`config.mk`:
```
export PLATFORM = sky130hd
export DESIGN_NAME = hex_keypad_calculator
export DESIGN_NICKNAME = d
export VERILOG_FILES = /design/src/rtl/hkc_pkg.sv /design/src/rtl/hex_keypad_calculator.sv /design/src/rtl/hkc_front.sv /design/src/rtl/hkc_queue.sv /design/src/rtl/hkc_divider.sv /design/src/rtl/hkc_exec.sv
export SDC_FILE = /design/constraint.sdc
export NUM_CORES = 2
export LEC_CHECK = 0
export ABC_AREA = 1
export BUFFER_PORTS_ARGS = -buffer_cell sky130_fd_sc_hd__buf_2
export CAP_MARGIN = 15
export CORE_ASPECT_RATIO = 1.75
export CORE_UTILIZATION = 45
export CTS_BUF_LIST = sky130_fd_sc_hd__clkbuf_4 sky130_fd_sc_hd__clkbuf_8
export DETAILED_ROUTE_END_ITERATION = 7
export PLACE_DENSITY_LB_ADDON = 0.15
export RECOVER_POWER = 25
export SYNTH_ARGS = -nofsm -noshare
export SYNTH_HDL_FRONTEND = slang
export SYNTH_HIERARCHICAL = 1
export SYNTH_SLANG_ARGS = --single-unit
export TNS_END_PERCENT = 1
```
`constraint.sdc`:
```
create_clock -name i_clk -period 7.5 [get_ports i_clk]
set_input_delay 0.375 -clock i_clk [delete_from_list [all_inputs] [get_ports i_clk]]
set_output_delay 0.375 -clock i_clk [all_outputs]
set_load 0.005 [all_outputs]
```
`src/rtl/hkc_pkg.sv`:
```
// Shared types, key codes and constants for the hex keypad calculator.
// Used by every module of the block; depends on nothing.
`timescale 1ns / 1ps
`default_nettype none

package hkc_pkg;

    localparam int QUEUE_DEPTH = 2;

    localparam logic [7:0] KEY_BACK   = 8'd8;
    localparam logic [7:0] KEY_ESCAPE = 8'd27;

    localparam logic [7:0] OP_EQUALS = 8'd61;
    localparam logic [7:0] OP_ADD    = 8'd43;
    localparam logic [7:0] OP_SUB    = 8'd45;
    localparam logic [7:0] OP_MUL    = 8'd42;
    localparam logic [7:0] OP_AND    = 8'd38;
    localparam logic [7:0] OP_OR     = 8'd124;
    localparam logic [7:0] OP_XOR    = 8'd94;
    localparam logic [7:0] OP_SHL    = 8'd60;
    localparam logic [7:0] OP_SHR    = 8'd62;
    localparam logic [7:0] OP_DIV    = 8'd47;
    localparam logic [7:0] OP_MOD    = 8'd37;

    localparam logic [31:0] ENTRY_LIMIT = 32'h0000_0FFF;
    localparam logic [31:0] DIV_ZERO    = 32'hFFFF_FFFF;
    localparam logic [31:0] MOD_ZERO    = 32'h0000_FFFF;

    typedef logic [1:0] t_kind;
    localparam t_kind KIND_BACK  = 2'd0;
    localparam t_kind KIND_CLEAR = 2'd1;
    localparam t_kind KIND_DIGIT = 2'd2;
    localparam t_kind KIND_OPER  = 2'd3;

    typedef struct packed {
        t_kind      kind;
        logic [3:0] digit;
        logic [7:0] key;
    } t_cmd;

    typedef struct packed {
        logic        start;
        logic [31:0] dividend;
        logic [31:0] divisor;
    } t_div_req;

    typedef struct packed {
        logic        done;
        logic [31:0] quot;
        logic [31:0] rem;
    } t_div_rsp;

endpackage

`default_nettype wire

```
`src/rtl/hex_keypad_calculator.sv`:
```
// Top level of the hex keypad calculator: front end, command queue,
// execution unit and divider. Depends on hkc_pkg and all hkc_ modules.
//
//   Channel   Signals                                   Direction
//   in        i_in_valid, o_in_stall, i_key_code        key transfer into the block
//   out       o_out_valid, i_out_stall,                 result transfer out of the block
//             o_display_value, o_beep
//
// Most keys pass from input transfer to a valid result through the command queue
// and then the result register in the execution unit. A divide or modulo by a
// nonzero value also waits on the one-bit-per-cycle divider.
// Reset is synchronous and active low; it clears the queue and the calculator state.
// The input side keeps taking keys until the queue is full, even while a result
// waits under i_out_stall.
`timescale 1ns / 1ps
`default_nettype none

module hex_keypad_calculator #(
    parameter int QUEUE_DEPTH = hkc_pkg::QUEUE_DEPTH
) (
    input  wire logic        i_clk,
    input  wire logic        i_rst_n,
    input  wire logic        i_in_valid,
    output logic             o_in_stall,
    input  wire logic [7:0]  i_key_code,
    output logic             o_out_valid,
    input  wire logic        i_out_stall,
    output logic [31:0]      o_display_value,
    output logic             o_beep
);
    import hkc_pkg::*;

    t_cmd     w_front_cmd;
    t_cmd     w_q_cmd;
    logic     w_push;
    logic     w_full;
    logic     w_q_valid;
    logic     w_pop;
    t_div_req w_div_req;
    t_div_rsp w_div_rsp;

    hkc_front u_front (
        .i_valid    (i_in_valid),
        .i_key_code (i_key_code),
        .i_full     (w_full),
        .o_stall    (o_in_stall),
        .o_push     (w_push),
        .o_cmd      (w_front_cmd)
    );

    hkc_queue #(
        .DEPTH (QUEUE_DEPTH)
    ) u_queue (
        .i_clk   (i_clk),
        .i_rst_n (i_rst_n),
        .i_push  (w_push),
        .i_data  (w_front_cmd),
        .i_pop   (w_pop),
        .o_full  (w_full),
        .o_valid (w_q_valid),
        .o_data  (w_q_cmd)
    );

    hkc_divider u_divider (
        .i_clk   (i_clk),
        .i_rst_n (i_rst_n),
        .i_req   (w_div_req),
        .o_rsp   (w_div_rsp)
    );

    hkc_exec u_exec (
        .i_clk           (i_clk),
        .i_rst_n         (i_rst_n),
        .i_q_valid       (w_q_valid),
        .i_cmd           (w_q_cmd),
        .o_pop           (w_pop),
        .o_div_req       (w_div_req),
        .i_div_rsp       (w_div_rsp),
        .i_out_stall     (i_out_stall),
        .o_out_valid     (o_out_valid),
        .o_display_value (o_display_value),
        .o_beep          (o_beep)
    );

    a_beep_full: assert property (@(posedge i_clk) disable iff (!i_rst_n)
        o_out_valid && o_beep |-> o_display_value > ENTRY_LIMIT)
        else $error("Beep shown with an entry that is not full.");

    a_pop_valid: assert property (@(posedge i_clk) disable iff (!i_rst_n)
        w_pop |-> w_q_valid)
        else $error("Command taken from an empty queue.");

    a_done_no_pop: assert property (@(posedge i_clk) disable iff (!i_rst_n)
        w_div_rsp.done |-> !w_pop)
        else $error("Command taken while a divide result is returning.");

    a_start_once: assert property (@(posedge i_clk) disable iff (!i_rst_n)
        w_div_req.start |=> !w_div_req.start)
        else $error("Divider started twice in a row.");

endmodule

`default_nettype wire

```
`src/rtl/hkc_front.sv`:
```
// Front end: takes key transfers and classifies each key into a command.
// Depends on hkc_pkg; feeds hkc_queue.
`timescale 1ns / 1ps
`default_nettype none

module hkc_front (
    input  wire logic        i_valid,
    input  wire logic [7:0]  i_key_code,
    input  wire logic        i_full,
    output logic             o_stall,
    output logic             o_push,
    output hkc_pkg::t_cmd    o_cmd
);
    import hkc_pkg::*;

    always_comb begin
        o_cmd.key   = i_key_code;
        o_cmd.digit = 4'd0;
        o_cmd.kind  = KIND_OPER;
        if (i_key_code == KEY_BACK) begin
            o_cmd.kind = KIND_BACK;
        end else if (i_key_code == KEY_ESCAPE) begin
            o_cmd.kind = KIND_CLEAR;
        end else if (i_key_code >= 8'd48 && i_key_code <= 8'd57) begin
            o_cmd.kind  = KIND_DIGIT;
            o_cmd.digit = 4'(i_key_code - 8'd48);
        end else if (i_key_code >= 8'd65 && i_key_code <= 8'd70) begin
            o_cmd.kind  = KIND_DIGIT;
            o_cmd.digit = 4'(i_key_code - 8'd55);
        end else if (i_key_code >= 8'd97 && i_key_code <= 8'd102) begin
            o_cmd.kind  = KIND_DIGIT;
            o_cmd.digit = 4'(i_key_code - 8'd87);
        end
    end

    assign o_stall = i_full;
    assign o_push  = i_valid && !i_full;

endmodule

`default_nettype wire

```
`src/rtl/hkc_queue.sv`:
```
// Small command queue between the front end and the execution unit.
// Depends on hkc_pkg for the command type.
`timescale 1ns / 1ps
`default_nettype none

module hkc_queue #(
    parameter int DEPTH = hkc_pkg::QUEUE_DEPTH
) (
    input  wire logic          i_clk,
    input  wire logic          i_rst_n,
    input  wire logic          i_push,
    input  wire hkc_pkg::t_cmd i_data,
    input  wire logic          i_pop,
    output logic               o_full,
    output logic               o_valid,
    output hkc_pkg::t_cmd      o_data
);
    import hkc_pkg::*;

    localparam int PW = (DEPTH > 1) ? $clog2(DEPTH) : 1;
    localparam int CW = $clog2(DEPTH + 1);

    t_cmd          r_mem [DEPTH];
    logic [PW-1:0] r_wr_ptr, n_wr_ptr;
    logic [PW-1:0] r_rd_ptr, n_rd_ptr;
    logic [CW-1:0] r_count, n_count;

    assign o_full  = (r_count == CW'(DEPTH));
    assign o_valid = (r_count != '0);
    assign o_data  = r_mem[r_rd_ptr];

    always_comb begin
        n_wr_ptr = r_wr_ptr;
        n_rd_ptr = r_rd_ptr;
        n_count  = r_count;
        if (i_push) begin
            n_wr_ptr = (r_wr_ptr == PW'(DEPTH - 1)) ? '0 : r_wr_ptr + 1'b1;
        end
        if (i_pop) begin
            n_rd_ptr = (r_rd_ptr == PW'(DEPTH - 1)) ? '0 : r_rd_ptr + 1'b1;
        end
        case ({i_push, i_pop})
            2'b10:   n_count = r_count + 1'b1;
            2'b01:   n_count = r_count - 1'b1;
            default: n_count = r_count;
        endcase
    end

    always_ff @(posedge i_clk) begin
        if (!i_rst_n) begin
            r_wr_ptr <= '0;
            r_rd_ptr <= '0;
            r_count  <= '0;
        end else begin
            r_wr_ptr <= n_wr_ptr;
            r_rd_ptr <= n_rd_ptr;
            r_count  <= n_count;
        end
    end

    always_ff @(posedge i_clk) begin
        if (i_push) begin
            r_mem[r_wr_ptr] <= i_data;
        end
    end

endmodule

`default_nettype wire

```
`src/rtl/hkc_divider.sv`:
```
// Radix-2 restoring divider, one quotient bit per cycle.
// Depends on hkc_pkg for the request and response types.
`timescale 1ns / 1ps
`default_nettype none

module hkc_divider (
    input  wire logic              i_clk,
    input  wire logic              i_rst_n,
    input  wire hkc_pkg::t_div_req i_req,
    output hkc_pkg::t_div_rsp      o_rsp
);
    import hkc_pkg::*;

    logic        r_busy;
    logic        r_done;
    logic [4:0]  r_count;
    logic [31:0] r_quot;
    logic [31:0] r_rem;
    logic [31:0] r_div;

    logic [32:0] rem_sh;
    logic [32:0] sub_val;
    logic        ge;
    logic [31:0] new_rem;

    always_comb begin
        rem_sh  = {r_rem, r_quot[31]};
        sub_val = rem_sh - {1'b0, r_div};
        ge      = (rem_sh >= {1'b0, r_div});
        new_rem = ge ? sub_val[31:0] : rem_sh[31:0];
    end

    always_ff @(posedge i_clk) begin
        if (!i_rst_n) begin
            r_busy <= 1'b0;
            r_done <= 1'b0;
        end else begin
            r_done <= 1'b0;
            if (i_req.start) begin
                r_busy <= 1'b1;
            end else if (r_busy && r_count == 5'd31) begin
                r_busy <= 1'b0;
                r_done <= 1'b1;
            end
        end
    end

    always_ff @(posedge i_clk) begin
        if (i_req.start) begin
            r_quot  <= i_req.dividend;
            r_rem   <= '0;
            r_div   <= i_req.divisor;
            r_count <= '0;
        end else if (r_busy) begin
            r_quot  <= {r_quot[30:0], ge};
            r_rem   <= new_rem;
            r_count <= r_count + 1'b1;
        end
    end

    assign o_rsp.done = r_done;
    assign o_rsp.quot = r_quot;
    assign o_rsp.rem  = r_rem;

endmodule

`default_nettype wire

```
`src/rtl/hkc_exec.sv`:
```
// Execution unit: holds the calculator state, carries out queued commands
// and drives the result register. Depends on hkc_pkg; drives hkc_divider through o_div_req.
`timescale 1ns / 1ps
`default_nettype none

module hkc_exec (
    input  wire logic              i_clk,
    input  wire logic              i_rst_n,
    input  wire logic              i_q_valid,
    input  wire hkc_pkg::t_cmd     i_cmd,
    output logic                   o_pop,
    output hkc_pkg::t_div_req      o_div_req,
    input  wire hkc_pkg::t_div_rsp i_div_rsp,
    input  wire logic              i_out_stall,
    output logic                   o_out_valid,
    output logic [31:0]            o_display_value,
    output logic                   o_beep
);
    import hkc_pkg::*;

    localparam logic S_IDLE = 1'b0;
    localparam logic S_DIV  = 1'b1;

    logic        r_state, n_state;
    logic [31:0] r_entry, n_entry;
    logic [31:0] r_first, n_first;
    logic [7:0]  r_pend, n_pend;
    logic        r_new, n_new;
    logic        r_is_mod, n_is_mod;
    logic        r_out_valid, n_out_valid;
    logic [31:0] r_out_value, n_out_value;
    logic        r_out_beep, n_out_beep;

    logic [31:0] base;
    logic        defer;
    logic        beep;

    assign o_pop = (r_state == S_IDLE) && i_q_valid && (!r_out_valid || !i_out_stall);

    always_comb begin
        n_state     = r_state;
        n_entry     = r_entry;
        n_first     = r_first;
        n_pend      = r_pend;
        n_new       = r_new;
        n_is_mod    = r_is_mod;
        n_out_valid = r_out_valid && i_out_stall;
        n_out_value = r_out_value;
        n_out_beep  = r_out_beep;
        base        = r_new ? 32'd0 : r_entry;
        defer       = 1'b0;
        beep        = 1'b0;
        o_div_req.start    = 1'b0;
        o_div_req.dividend = r_first;
        o_div_req.divisor  = r_entry;

        if (o_pop) begin
            case (i_cmd.kind)
                KIND_BACK: begin
                    n_entry = r_entry >> 4;
                end
                KIND_CLEAR: begin
                    n_entry = 32'd0;
                end
                KIND_DIGIT: begin
                    if (r_new) begin
                        n_first = r_entry;
                    end
                    n_new = 1'b0;
                    if (base <= ENTRY_LIMIT) begin
                        n_entry = {base[27:0], i_cmd.digit};
                    end else begin
                        beep = 1'b1;
                    end
                end
                default: begin
                    n_new  = 1'b1;
                    n_pend = i_cmd.key;
                    if (!r_new) begin
                        case (r_pend)
                            OP_EQUALS: n_entry = r_entry;
                            OP_ADD:    n_entry = r_first + r_entry;
                            OP_SUB:    n_entry = r_first - r_entry;
                            OP_MUL:    n_entry = 32'(r_first * r_entry);
                            OP_AND:    n_entry = r_first & r_entry;
                            OP_OR:     n_entry = r_first | r_entry;
                            OP_XOR:    n_entry = r_first ^ r_entry;
                            OP_SHL: begin
                                n_entry = (r_entry[31:5] != '0) ? 32'd0
                                        : r_first << r_entry[4:0];
                            end
                            OP_SHR: begin
                                n_entry = (r_entry[31:5] != '0) ? 32'd0
                                        : r_first >> r_entry[4:0];
                            end
                            OP_DIV, OP_MOD: begin
                                if (r_entry == 32'd0) begin
                                    n_entry = (r_pend == OP_DIV) ? DIV_ZERO : MOD_ZERO;
                                end else begin
                                    defer           = 1'b1;
                                    o_div_req.start = 1'b1;
                                    n_is_mod        = (r_pend == OP_MOD);
                                    n_state         = S_DIV;
                                end
                            end
                            default:   n_entry = 32'd0;
                        endcase
                    end
                end
            endcase
            if (!defer) begin
                n_out_valid = 1'b1;
                n_out_value = n_entry;
                n_out_beep  = beep;
            end
        end else if (r_state == S_DIV && i_div_rsp.done) begin
            n_entry     = r_is_mod ? i_div_rsp.rem : i_div_rsp.quot;
            n_state     = S_IDLE;
            n_out_valid = 1'b1;
            n_out_value = n_entry;
            n_out_beep  = 1'b0;
        end
    end

    always_ff @(posedge i_clk) begin
        if (!i_rst_n) begin
            r_state     <= S_IDLE;
            r_entry     <= '0;
            r_first     <= '0;
            r_pend      <= OP_EQUALS;
            r_new       <= 1'b1;
            r_out_valid <= 1'b0;
        end else begin
            r_state     <= n_state;
            r_entry     <= n_entry;
            r_first     <= n_first;
            r_pend      <= n_pend;
            r_new       <= n_new;
            r_out_valid <= n_out_valid;
        end
    end

    always_ff @(posedge i_clk) begin
        r_is_mod    <= n_is_mod;
        r_out_value <= n_out_value;
        r_out_beep  <= n_out_beep;
    end

    assign o_out_valid     = r_out_valid;
    assign o_display_value = r_out_value;
    assign o_beep          = r_out_beep;

endmodule

`default_nettype wire
```
Yosys cells after proc, flatten, opt, wreduce, memory -nomap -nowiden
Memory sizes are Yosys's and may differ from the RTL's. A register that Yosys moved wholly into a read port is not among the register bits.
Index checks and enable logic that the tools add are counted.
Storage, ports and cells
  input bits: 12
  output and inout bits: 35
  logic and storage cells: 159
  bits in writable memories: 28
  flip-flop bits (word level): 216
  memories: 1
Memories
  u_queue.r_mem: depth 2, width 14, read ports 1, clocked after memory_dff 1, wr ports 1, line hkc_queue.sv:23  | t_cmd r_mem [DEPTH];
Cells by class
  multipliers: 1
  shift operators: 2
  order comparisons: 8
  reductions and logical operators: 31
  multiplexer cells: 54
  $add $sub $neg: 11
  bitwise logic cells: 9
  eq/ne operators: 24
Operators with widths (count)
  2-to-1 mux 32 bit: 15
  case mux 32 bit (10 select lines): 1
  case mux 32 bit (3 select lines): 1
  == test 8 x 6 -> 1 bit (second input constant): 9
  subtractor 32 bit: 2
  >= comparator 33 x 32 -> 1 bit: 1
  adder 32 bit: 1
  bitwise AND 32 bit: 1
  <= comparator 32 x 12 -> 1 bit (second input constant): 1
  logical NOT 32 bit: 1
  multiplier 32 x 32 -> 32 bit: 1
  OR 32 bit: 1
  left shift 32 x 5 -> 32 bit: 1
  right shift 32 x 5 -> 32 bit: 1
  bitwise XOR 32 bit: 1
  2-to-1 mux 1 bit: 28
  nonzero test 27 bit: 1
  == test 8 x 7 -> 1 bit (second input constant): 2
  >= comparator 8 x 7 -> 1 bit (second input constant): 2
  <= comparator 8 x 7 -> 1 bit (second input constant): 2
  2-to-1 mux 5 bit: 2
  AND reduction 5 bit: 2
  nonzero test 2 bit: 5
  logical AND 1 bit: 9
  other kinds (28): 49

Longest topological paths before layout
  word-level depth: 8
  mapped depth: 43
  depth with buffers taken out: 38

Cells and area by module
Netlist, hierarchy kept.
By module, submodules not included
  hkc_exec: sequential area each 2522.4 um^2, area each 30153.9 um^2, times used 1, cells an instance 4483
  hkc_divider: sequential area each 2702.6 um^2, area each 6852.8 um^2, times used 1, cells an instance 989
  hkc_queue: sequential area each 940.9 um^2, area each 1236.2 um^2, times used 1, cells an instance 78
  hkc_front: sequential area each 0.0 um^2, area each 359.1 um^2, times used 1, cells an instance 66

Worst setup path before layout
No wires, ideal clock.
  kind: register to register
  start point: register u_exec.r_entry[4]
  end point: register u_exec.r_out_value[28] (netlist: u_exec/o_display_value[28]) (data pin)
  data arrival time: 7.457 ns
  required time: 7.241 ns
  path slack: -0.215 ns
  period minus slack after synthesis: 7.715 ns
  path buffers: 5
  setup time: 0.259 ns
  stages on the path, launching flop included: 33
  path through: dfxtp_1 -> buf_2 -> clkbuf_1 -> clkbuf_1 -> clkbuf_1 -> clkbuf_1 -> nand2_1 -> inv_1 -> fa_1 -> fa_1 -> fa_1 -> inv_1 -> fa_1 -> inv_1 -> fa_1 -> fa_1 -> fa_1 -> fa_1 -> ha_1 -> a21oi_1 -> o21ai_0 -> a21oi_1 -> nand3_1 -> nand2_1 -> o211ai_1 -> a21o_1 -> or2_2 -> nand3_1 -> nand3_1 -> nand2_1 -> nand2_1 -> nand2_1 -> nand2_1
Between the ends
  word-level cells in the longest chain between the ends: 7
  elaborated cells on any way between the ends: 17
  classes of those cells: 2 x add/sub; 1 x mul; 1 x order compare; 2 x shift; 10 x mux; 1 x reduce/logical
Ends and longest elaborated chain
  start: declaration: line hkc_exec.sv:25  | logic [31:0] r_entry, n_entry;
  start signal: assignment: line hkc_exec.sv:135  | r_entry <= n_entry;
  parallel branches: the longest is 4 deep, another holds multiplier 32 x 32 -> 32 bit
  case mux 32 bit (3 select lines) *: line hkc_exec.sv:58  | case (i_cmd.kind)
  2-to-1 mux 32 bit *: line hkc_exec.sv:111  | if (!defer) begin
  2-to-1 mux 32 bit *: line hkc_exec.sv:57  | if (o_pop) begin
  end signal: assignment: line hkc_exec.sv:145  | r_out_value <= n_out_value;
  end: declaration: line hkc_exec.sv:31  | logic [31:0] r_out_value, n_out_value;
Every way passes the cells marked *. The select of a mux whose other input is x is not followed.
A chain may end at the register's enable or synchronous reset.

Final worst setup path
  start point: register u_exec.r_entry[10]
  end point: register u_exec.r_entry[18]
Between the ends
  word-level cells in the longest chain between the ends: 6
  elaborated cells on any way between the ends: 15
  classes of those cells: 2 x add/sub; 1 x mul; 1 x order compare; 9 x mux; 2 x reduce/logical
Ends and longest elaborated chain (line)
  parallel branches: the longest is 4 deep, another holds multiplier 32 x 32 -> 32 bit
  case mux 32 bit (3 select lines) *: hkc_exec.sv:58
  2-to-1 mux 32 bit *: hkc_exec.sv:57
  net u_exec.n_entry[18]: hkc_exec.sv:25
Mark *: on every way through the listed nets, which the timed path passes.

==> run metrics <==
Post-DP Area 41000 um^2; total core area 84700 um^2; remaining global-route overflow 0; Residual DRC 0; Iter 0 DRT Violations 3580; most used cell, CP fa_1; DR WL/cell 28.7 um; maximum vdd drop 177 uV; Detailed Place HPWL 157 mm; endpoint of the worst hold path u_exec/r_first[25]$_SDFFE_PN0P_; Die Wd 223 um; Core Rows 141; first-pass GRT wire length 277 mm; Post-Syn Nets 6297; YS warnings 6; final setup skew 42.9 ps; CP Max Fanout 8; clock buffer depth 3; drt pass-1 iters 6; PortBufs 46; DP Worst Slack 15.4 ps; Routed WL 196 mm; min Tclk post-route 7260 ps; Starting Density 45.6%; vias in the first global route 39563; Syn Area/Cell 6.87 um^2; asr flop ratio synth 0%; critical path endpoint category register; Final setup viols 0; Synth Cell Area 38600 um^2; Seq/Total Area, Yosys 16.0%; Setup crit start kind register; H-tree depth 2; final hold violation count 0; clk slew on worst S/H paths 70 ps; number of synthesized flops with an enable pin 126; ANT nets after route 0; vias per inst 5.77; Worst path slowest cell fa_1; nets 6390; synth top area cells fa_1, nand2_1, inv_1, edfxtp_1, ha_1; final instance area 42400 um^2; post-synth cell types 69; Synth area leader fa_1; Slew Viols, Final 31; Area Overhead vs Synth 9.88%; Core Util, Final 50.1%; CTS tree yes; die height 389 um; Crit path required time 8090 ps; total number of vias 39452; Sink Count 245; full die area 87000 um^2; hold path start i_rst_n; area fraction of the dominant cell type after synthesis 21.3%; Root Buffer clkbuf_8; MaxCap Viol Count 1; Peak Freq 138 MHz; Hold Path Depth 4; WHS 233 ps; Slew headroom -9.56%; Worst-Margin Slew 1640 ps; Worst Hold Class in2reg; post-synthesis register bit count 245; Cells after Synth 5616; worst reg2reg path depth 30; reg2reg start u_exec/r_entry[10]$_SDFFE_PN0P_; status finished, violations left; Inserted Clock Buffers 46; antenna violations before repair 26; Reg-to-Reg End u_exec/r_entry[18]$_SDFFE_PN0P_; largest net degree at the start of global routing 66; total track usage 45.3%; final worst slack 236 ps; r2r setup slk 240 ps; final setup TNS 0 ps; pwr/cell area 321 nW/um^2; gpl congestion 1.14; Clk Latency, worst-skew pair 730 ps; layout cells sized above 1 9.97%; num ports 47; crit path kind reg2reg; fin crit share 96.9%; CP max stage delay 520 ps; leakage 23.7 nW; failing checks max-capacitance violations, max-slew violations; Critical Path AT 7850 ps; Primary FF master, synth edfxtp_1
[routing by layer]
layer  part of all wire (%)  track usage, %  vias up
met1                     32            43.1    18947
met4                     13            47.6       18
met3                    7.4            12.4      953
met2                     48            76.2     2001
li1                       -               -    17533
met5                  0.062           0.226        -
[critical path: cells and delay by family (launching register included)]
family          cells  cell delay, ps
simple gates        9            1300
fa+ha+maj           9            3940
buf+inv             8             900
flops               1             350
compound gates      4             620
[sequential cells by signal, indices dropped and copies added, names as in the netlist, 5 cells and up, named ones only]
signal                  count
u_exec/r_first             32
u_exec/r_entry             32
u_divider/r_quot           32
u_divider/r_count           5
u_queue/r_mem              28
u_exec/r_pend               8
u_divider/r_div            32
u_exec/o_display_value     32
u_divider/r_rem            32
[placed cells by master, fill, tap and decap left out, types with 36 or more instances in the layout]
cell type	instances
o21ai_0	244
buf_4	210
clkbuf_8	50
dfxtp_1	86
o21ai_1	125
nand4_1	36
nand2_1	1674
nand3_1	241
edfxtp_1	126
clkbuf_1	41
fa_1	408
ha_1	252
inv_1	1156
nor2_1	194
xor2_1	38
a21oi_1	239
[where the power goes]
| part | switching (mW) | leakage (nW) | total, mW | internal, mW |
|---|---|---|---|---|
| Sequential | 0.538 | 2.15 | 2.36 | 1.82 |
| Combinational | 6.83 | 21.0 | 9.67 | 2.84 |
| Clock | 0.759 | 0.526 | 1.59 | 0.835 |
| Total | 8.13 | 23.7 | 13.6 | 5.49 |
[cells in the mapped netlist, drive strengths merged, types with 36 or more instances]
cell type	count
nor2	228
o21ai	374
buf	139
a21oi	252
xor2	39
nand2	1702
inv	1190
nand3	254
fa	410
edfxtp	126
ha	259
clkbuf	134
nand4	36
nor3	42
dfxtp	119
[worst max path at each step]
stage	startpoint	slack (ps)	endpoint
2_1_floorplan	u_exec/r_entry[3]$_SDFFE_PN0P_	10	u_exec/o_display_value[28]$_DFFE_PP_
3_3_place_gp	u_exec/r_first[10]$_SDFFE_PN0P_	60	u_exec/r_entry[29]$_SDFFE_PN0P_
3_5_place_dp	u_exec/r_first[10]$_SDFFE_PN0P_	20	u_exec/o_display_value[29]$_DFFE_PP_
4_1_cts	u_exec/r_first[10]$_SDFFE_PN0P_	20	u_exec/o_display_value[29]$_DFFE_PP_
5_1_grt	u_exec/r_entry[2]$_SDFFE_PN0P_	-20	u_exec/o_display_value[23]$_DFFE_PP_
6_report	u_exec/r_entry[10]$_SDFFE_PN0P_	240	u_exec/r_entry[18]$_SDFFE_PN0P_
[final cells by class]
class                   instances  area, um^2
fillers                      8913       42300
multi-input cells            3893       26800
flip-flops and latches        245        6220
inverters                    1205        4530
repair buffers                318        2450
well taps                    1072        1340
clock buffers                  56         733
clock inverters                30         307
diodes                         15        37.5
[cells by family after synthesis]
logic type                 after synthesis  share of synthesized area, %
adders and majority gates              669                          29.7
AOI/OAI and AO/OA                      814                          12.0
xor gates and xnor gates                56                          1.29
and+or+nand+nor                       2330                          25.3
DFF                                    245                          16.0
buffers and inverters                 1478                          15.1
muxes                                   24                         0.668
[metrics by stage]
step	cells	power (mW)
3_5_place_dp	6715	11.3
4_1_cts	6811	13.0
5_1_grt	6822	14.2
3_3_place_gp	6715	11.3
2_1_floorplan	5616	7.28
6_report	6834	13.6
[timing repair]
action                                  CTS  global route
endpoints found under the hold margin    18             0
gates resized for setup                   0            82
buffers inserted                          0             2
endpoints found under the setup margin    0            31
hold buffers                             10             0
(Power assumes the default switching activity.)
